[src/rtl/edfq_pkg.sv]
`timescale 1ns / 1ps
// ----------------------------------------------------------------------------
// edfq_pkg
// Types and constants shared by the EDF ready-queue scheduler modules.
// ----------------------------------------------------------------------------
package edfq_pkg;

  typedef enum logic [1:0] {
    CMD_PUSH     = 2'd0,
    CMD_DISPATCH = 2'd1,
    CMD_ADVANCE  = 2'd2,
    CMD_NOP      = 2'd3
  } cmd_e;

  typedef enum logic [1:0] {
    ST_OK    = 2'd0,
    ST_FULL  = 2'd1,
    ST_EMPTY = 2'd2,
    ST_RSVD  = 2'd3
  } status_e;

  // Command as classified by the front end.
  typedef struct packed {
    cmd_e        cmd;
    logic [15:0] id;
    logic [31:0] deadline;
    logic [15:0] duration;
    logic [31:0] time_value;
  } cmd_t;

  typedef struct packed {
    status_e     status;
    logic [15:0] id;
    logic [31:0] deadline;
    logic [15:0] duration;
    logic [31:0] start_time;
    logic [31:0] time_now;
    logic [6:0]  queued;
  } result_t;

  typedef enum logic [2:0] {
    EX_IDLE,
    EX_SCAN,
    EX_PICK,
    EX_SHIFT,
    EX_OUT
  } exec_state_e;

endpackage

[src/rtl/edfq_front.sv]
`timescale 1ns / 1ps
// ----------------------------------------------------------------------------
// edfq_front
// Input stage: unpacks transactions into commands and holds them in a short
// queue for the execution engine.
// ----------------------------------------------------------------------------
module edfq_front (
  input  logic              clk_i,
  input  logic              rst_ni,
  input  logic              s_valid_i,
  output logic              s_ready_o,
  input  logic [95:0]       s_data_i,
  input  logic [1:0]        s_user_i,
  output logic              c_valid_o,
  input  logic              c_ready_i,
  output edfq_pkg::cmd_t    c_cmd_o
);
  import edfq_pkg::*;

  cmd_t       fifo_q [2];
  logic       wr_ptr_q, rd_ptr_q;
  logic [1:0] cnt_q;
  cmd_t       in_cmd;
  logic       push, pop;

  always_comb begin
    in_cmd.cmd        = cmd_e'(s_user_i);
    in_cmd.id         = s_data_i[15:0];
    in_cmd.deadline   = s_data_i[47:16];
    in_cmd.duration   = s_data_i[63:48];
    in_cmd.time_value = s_data_i[95:64];
  end

  assign s_ready_o = (cnt_q != 2'd2);
  assign push      = s_valid_i && s_ready_o;
  assign c_valid_o = (cnt_q != 2'd0);
  assign pop       = c_valid_o && c_ready_i;
  assign c_cmd_o   = fifo_q[rd_ptr_q];

  always_ff @(posedge clk_i) begin
    if (push) begin
      fifo_q[wr_ptr_q] <= in_cmd;
    end
  end

  always_ff @(posedge clk_i or negedge rst_ni) begin
    if (!rst_ni) begin
      wr_ptr_q <= 1'b0;
      rd_ptr_q <= 1'b0;
      cnt_q    <= 2'd0;
    end else begin
      if (push) wr_ptr_q <= ~wr_ptr_q;
      if (pop)  rd_ptr_q <= ~rd_ptr_q;
      cnt_q <= cnt_q + {1'b0, push} - {1'b0, pop};
    end
  end

`ifndef SYNTHESIS
  a_cnt_range: assert property (@(posedge clk_i) disable iff (!rst_ni)
    cnt_q != 2'd3) else $error("queue count overflow");
  a_full_noready: assert property (@(posedge clk_i) disable iff (!rst_ni)
    (cnt_q == 2'd2) |-> !s_ready_o) else $error("ready while full");
  a_pop_valid: assert property (@(posedge clk_i) disable iff (!rst_ni)
    pop |-> (cnt_q != 2'd0)) else $error("pop from empty queue");
`endif

endmodule

[config.mk]
export PLATFORM = sky130hd
export DESIGN_NAME = edfq_front
export DESIGN_NICKNAME = d
export VERILOG_FILES = /design/src/rtl/edfq_pkg.sv /design/src/rtl/edfq_front.sv
export SDC_FILE = /design/constraint.sdc
export NUM_CORES = 1
export LEC_CHECK = 0
export BUFFER_PORTS_ARGS = -buffer_cell sky130_fd_sc_hd__buf_2
export CAP_MARGIN = 25
export CORE_AREA = 2 2 102 153
export CTS_BUF_LIST = sky130_fd_sc_hd__clkbuf_2 sky130_fd_sc_hd__clkbuf_4 sky130_fd_sc_hd__clkbuf_8
export DETAILED_ROUTE_END_ITERATION = 8
export DIE_AREA = 0 0 104 155
export GPL_ROUTABILITY_DRIVEN = 0
export PLACE_DENSITY = 0.73
export REMOVE_ABC_BUFFERS = 1
export SYNTH_ARGS = -nofsm -noshare
export SYNTH_HDL_FRONTEND = slang
export SYNTH_SLANG_ARGS = --single-unit
[constraint.sdc]
create_clock -name clk_i -period 6 [get_ports clk_i]
set_clock_uncertainty 0.1 [all_clocks]
set_input_delay 1.2 -clock clk_i [delete_from_list [all_inputs] [get_ports clk_i]]
set_output_delay 1.2 -clock clk_i [all_outputs]
set_load 0.05 [all_outputs]
Word level (Yosys, flattened, before mapping)
Memories as Yosys holds them, arrays and structs flattened. Cells that the tools add are included.

Output and inout bits: 100. Word-level logic and storage cells: 14. Register bits after elaboration: 4. Bits in writable memories: 196. Memories kept: 1. Input bits: 102.

Equality and inequality tests: 1. Mux-type cells: 2. Reduce and logical (&&, ||, !) cells: 3. Add/sub/neg operators: 2. Bitwise logic cells: 2.

Memory list: fifo_q (words 2, bits a word 98, read ports 1, clocked after memory_dff 0, write ports 1, RTL line edfq_front.sv:20) `cmd_t fifo_q [2];`.

Operators by type and width (count): $add 2x1->2 (1); $logic_and 1x1->1 (2); $mux 1 (2); $ne 2x2->1 const B (1); $not 1->1 (2); $reduce_bool 2->1 (1); $sub 2x1->2 (1).

Longest topological paths before layout
Depth after elaboration: 4. Depth in mapped cells: 7. Depth with buffers taken out: 7.

Worst setup path after synthesis
No wires, ideal clock.

Path kind: input -> register. Start: in s_valid_i. End: mem fifo_q[0][0] (netlist bit), enable pin. Setup slack: -0.055 ns. Required time: 5.344 ns. Cell stages on the path: 2. Arrival: 5.399 ns. Library setup time: 0.556 ns. Buffers on the path: 0. Path through: nand2_1 > nor2_1.

Longest elaborated chain between the ends: 3.

RTL lines: start, declared (RTL line edfq_front.sv:10) `input logic s_valid_i,`; $logic_and 1x1->1 (RTL line edfq_front.sv:35) `assign push = s_valid_i && s_ready_o;`; $mux 1 (RTL line edfq_front.sv:41) `if (push) begin`; $mux 1 (not written as such) (RTL line edfq_front.sv:42) `fifo_q[wr_ptr_q] <= in_cmd;`; end, declared (RTL line edfq_front.sv:20).

Every way passes these cells.

==> results.txt <==
* Outcome: finished clean
* Synthesis-stage register bit count: 200
- Nets: 639
- Category of the most critical setup path: flop to output port
* Peak clock frequency supported by timing: 0.2473 GHz
* RSZ-0062 raised after global routing: false
- For this run, the number of Yosys warnings is 0.
- Y dimension of the die: between 150 and 200 um
- The most used flip-flop cell after synthesis is edfxtp_1.
- Count of H-tree levels built during CTS: 4
- Per-cell routed wire length: about 18 um
- In this run the critical register-to-register path is launched from cnt_q[1].
- Of all flip-flops after synthesis, the portion carrying an async set or reset was 2.000%.
* Crit-path max FO: 69
* Actual transition at the worst max-transition pin: approximately 1000 ps
- The final layout contains routed wiring with a total length of around 13000 um.
- CP max stage delay: between 1000 and 1500 ps
- After floorplanning, the core was divided into between 50 and 60 placement rows.
- The finished layout holds approximately 750 standard cells, fillers aside.
* Cell family with most CP delay: flip-flops
* TritonRoute pass-1 iters: 4
* Synthesized area divided by synthesized cell count: ~23 sq um
* Layout-stage area growth over the synthesis result: 22.17%
* Worst reg-to-reg path cell count: 4
- The number of different library cells used by synthesis comes to 16.
- After synthesis, the cell types taking the most area are edfxtp_1 (81%), mux2_2 (14%), mux2_4 (2.1%).
- For this run the aggregate overflow at the end of global routing stands at 0.
- Detailed routing inserted a total of approximately 3.7k vias.
* Total power density per cell area: between 500 and 600 mW/mm^2
* Core region area: between 0.01 and 0.015 sq mm
* Most area-hungry cell type in the Yosys netlist: edfxtp_1
- The number of gates resized after CTS was 0.
- In the final layout, the multi-input gates occupy about 0.0012 sq mm.
- In the routed design, unresolved DRC markers number 0.
- In this run the post-CTS setup repair buffer count came out at 0.
- Counting flops with a built-in enable in the synthesized netlist gives around 200.
- Post-Place Cells: 715
* Critical path's slowest cell: dfrtp_4
- Global routing consumed, over all layers together, 16.61% of the routing resources.
* Half-perimeter wire length after detailed placement: 9205 um
- Summing every instance area after synthesis gives between 0.007 and 0.008 sq mm.
* Critical path, cell by cell: buf_4 -> mux2_2 -> buf_2
- WP buf/inv: 2
* Hold_ws: 433.2 ps
- The setup check on the worst reg-to-reg path leaves a slack of between 3000 and 4000 ps.
* Max-cap viol count: 0
* Final Core Density: 59.97%
- In the final layout, flip-flops and latches occupy between 0.005 and 0.006 sq mm.
- Entering global routing, the biggest net connects 70 pins.
- Most frequent cell after synthesis: edfxtp_1
- Setup violations remaining at the end of the flow were counted as 0.
- Setup TNS after final layout: 0 ps
- Number of antenna violations at the first check in global routing: 6
* Maximum resistive drop on vdd: 0.4278 mV
- In this run the remaining antenna-violating nets after routing total 0.
- The cell sitting at the root of the clock tree is a clkbuf_8.
- Number of vias per cell after detailed routing: ~5
- The worst pin sits at a relative slew slack of about a third.
* Initial standard-cell utilization of the core: between 40% and 50%
* Number of fill cells: 1170
* Crit path time final: 4044 ps
* Reg2reg end: fifo_q[0][14]
- In this run the worst hold path is classified as input port to async pin.
- The analysis attributes to cell leakage a power of 3.338 nW.
- Endpoint arrival time on the critical path: ~2700 ps
- Startpoint type of the worst setup path: flop
- For the worst setup path, the data required time is between 4000 and 5000 ps.
- TritonCTS built the clock tree.
* Count of boundary I/O pins: about 200
* Share of the synthesized area in the top cell type: between 80% and 90%
- CTS Hold Buffers Added: 0
- Share of final-layout standard cells stronger than drive strength 1: between 60% and 70%
* Die Width: 104 um
- STA classifies the critical path endpoint as an output port.
* Number of global-route vias before repair: roughly 4k
* Commonest cells in the synthesized netlist: edfxtp_1 (196), mux2_2 (88), mux2_4 (10)
- Post-Synthesis Cells: 322
- Clock buffer count from CTS: 17
- The first global-routing pass estimated 19900 um of wire.
* Number of pins exceeding their max-slew limit in the final report: 0
- After clock tree synthesis, the clock-pin slew on the worst setup and hold paths is 100 ps.
- IO Port Bufs: 201
- The number of hold violations in the final report came to 0.
- Clock net sink count: 200
- At the later pin of the worst-skew pair, clock insertion delay measures 450 ps.
- Max Root-Sink Buffers: 2
* Sequential fraction of the synthesis area: 82.03%
* Final critical-path share of the clock period: between 60 and 70%
- Die footprint: about 0.016 sq mm
- After the first detailed-routing iteration, the DRC count stood at roughly 160.
==> layout by cell type (no fill, tap or decap), drive strengths merged, types with 2 or more instances in the layout <==
cell / netlist / layout
diode: 0 / 5
ha: 2 / 2
mux2: 98 / 98
dfrtp: 4 / 4
edfxtp: 196 / 196
clkbuf: 0 / 18
buf: 11 / 205
clkinvlp: 0 / 2
clkinv: 0 / 6
inv: 1 / 7
xnor2: 3 / 3
==> per-layer routing <==
metal,global-route usage (%),vias to the layer above,routed length (um)
li1,-,1718,-
met1,16.10,1801,4517
met2,31.08,131,7618
met3,4.902,37,705
met4,9.459,2,560
met5,0,-,13
==> kinds of logic after synthesis <==
kind of cell / Yosys count / synth area share [%]
xor gates and xnor gates: 4 / 0.4802
adders and majority gates: 2 / 0.3429
buffers and inverters: 12 / 1.063
DFF: 200 / 82.03
muxes: 98 / 15.64
and+or+nand+nor: 6 / 0.4459
==> cell type report <==
class | count | area share [%]
sequential | 200 | 67.19
multi-input combinational | 110 | 13.98
timing repair buffer | 205 | 11.62
tap | 199 | 2.793
clock buffer | 18 | 2.709
clock inverter | 14 | 1.530
antenna | 5 | 0.1404
inverter | 1 | 0.04211
==> how the worst max path moves through the flow <==
stage / start / end / slack (ps) / cells after the start
3_3_place_gp: rd_ptr_q / c_cmd_o[45] / 2480 / 3
3_5_place_dp: rd_ptr_q / c_cmd_o[45] / 2460 / 3
2_1_floorplan: s_valid_i / fifo_q[0][0] / -50 / 2
5_1_grt: rd_ptr_q / c_cmd_o[45] / 1820 / 3
6_report: rd_ptr_q / c_cmd_o[45] / 1960 / 3
4_1_cts: rd_ptr_q / c_cmd_o[45] / 1930 / 3
==> report_power, final <==
group / internal, mW / switching [mW]
logic: 0.597 / 1.54
registers: 1.91 / 0.168
clock network: 0.310 / 0.481
==> registers in the layout, summed over array words and instances (netlist names) <==
| name | flops |
|---|---|
| wr_ptr_q | 1 |
| rd_ptr_q | 1 |
| cnt_q | 2 |
| fifo_q | 196 |
==> through the flow <==
stage                     instance area (sq um)  power (mW)  worst slack [ps]
after floorplan                            7223       3.817            -54.89
after global placement                     8524       4.231              2485
after detailed placement                   8524       4.270              2459
after CTS                                  8902       5.059              1929
after global routing                       8910       5.199              1820
final                                      8915       5.000              1956
==> worst register-to-register path, cell delays in order (launching register included) <==
cell      delay [ps]
dfrtp_1          410
nand2b_1         140
nand2_1          160
nor2_4           610
buf_4            600
(Power assumes the default switching activity.)
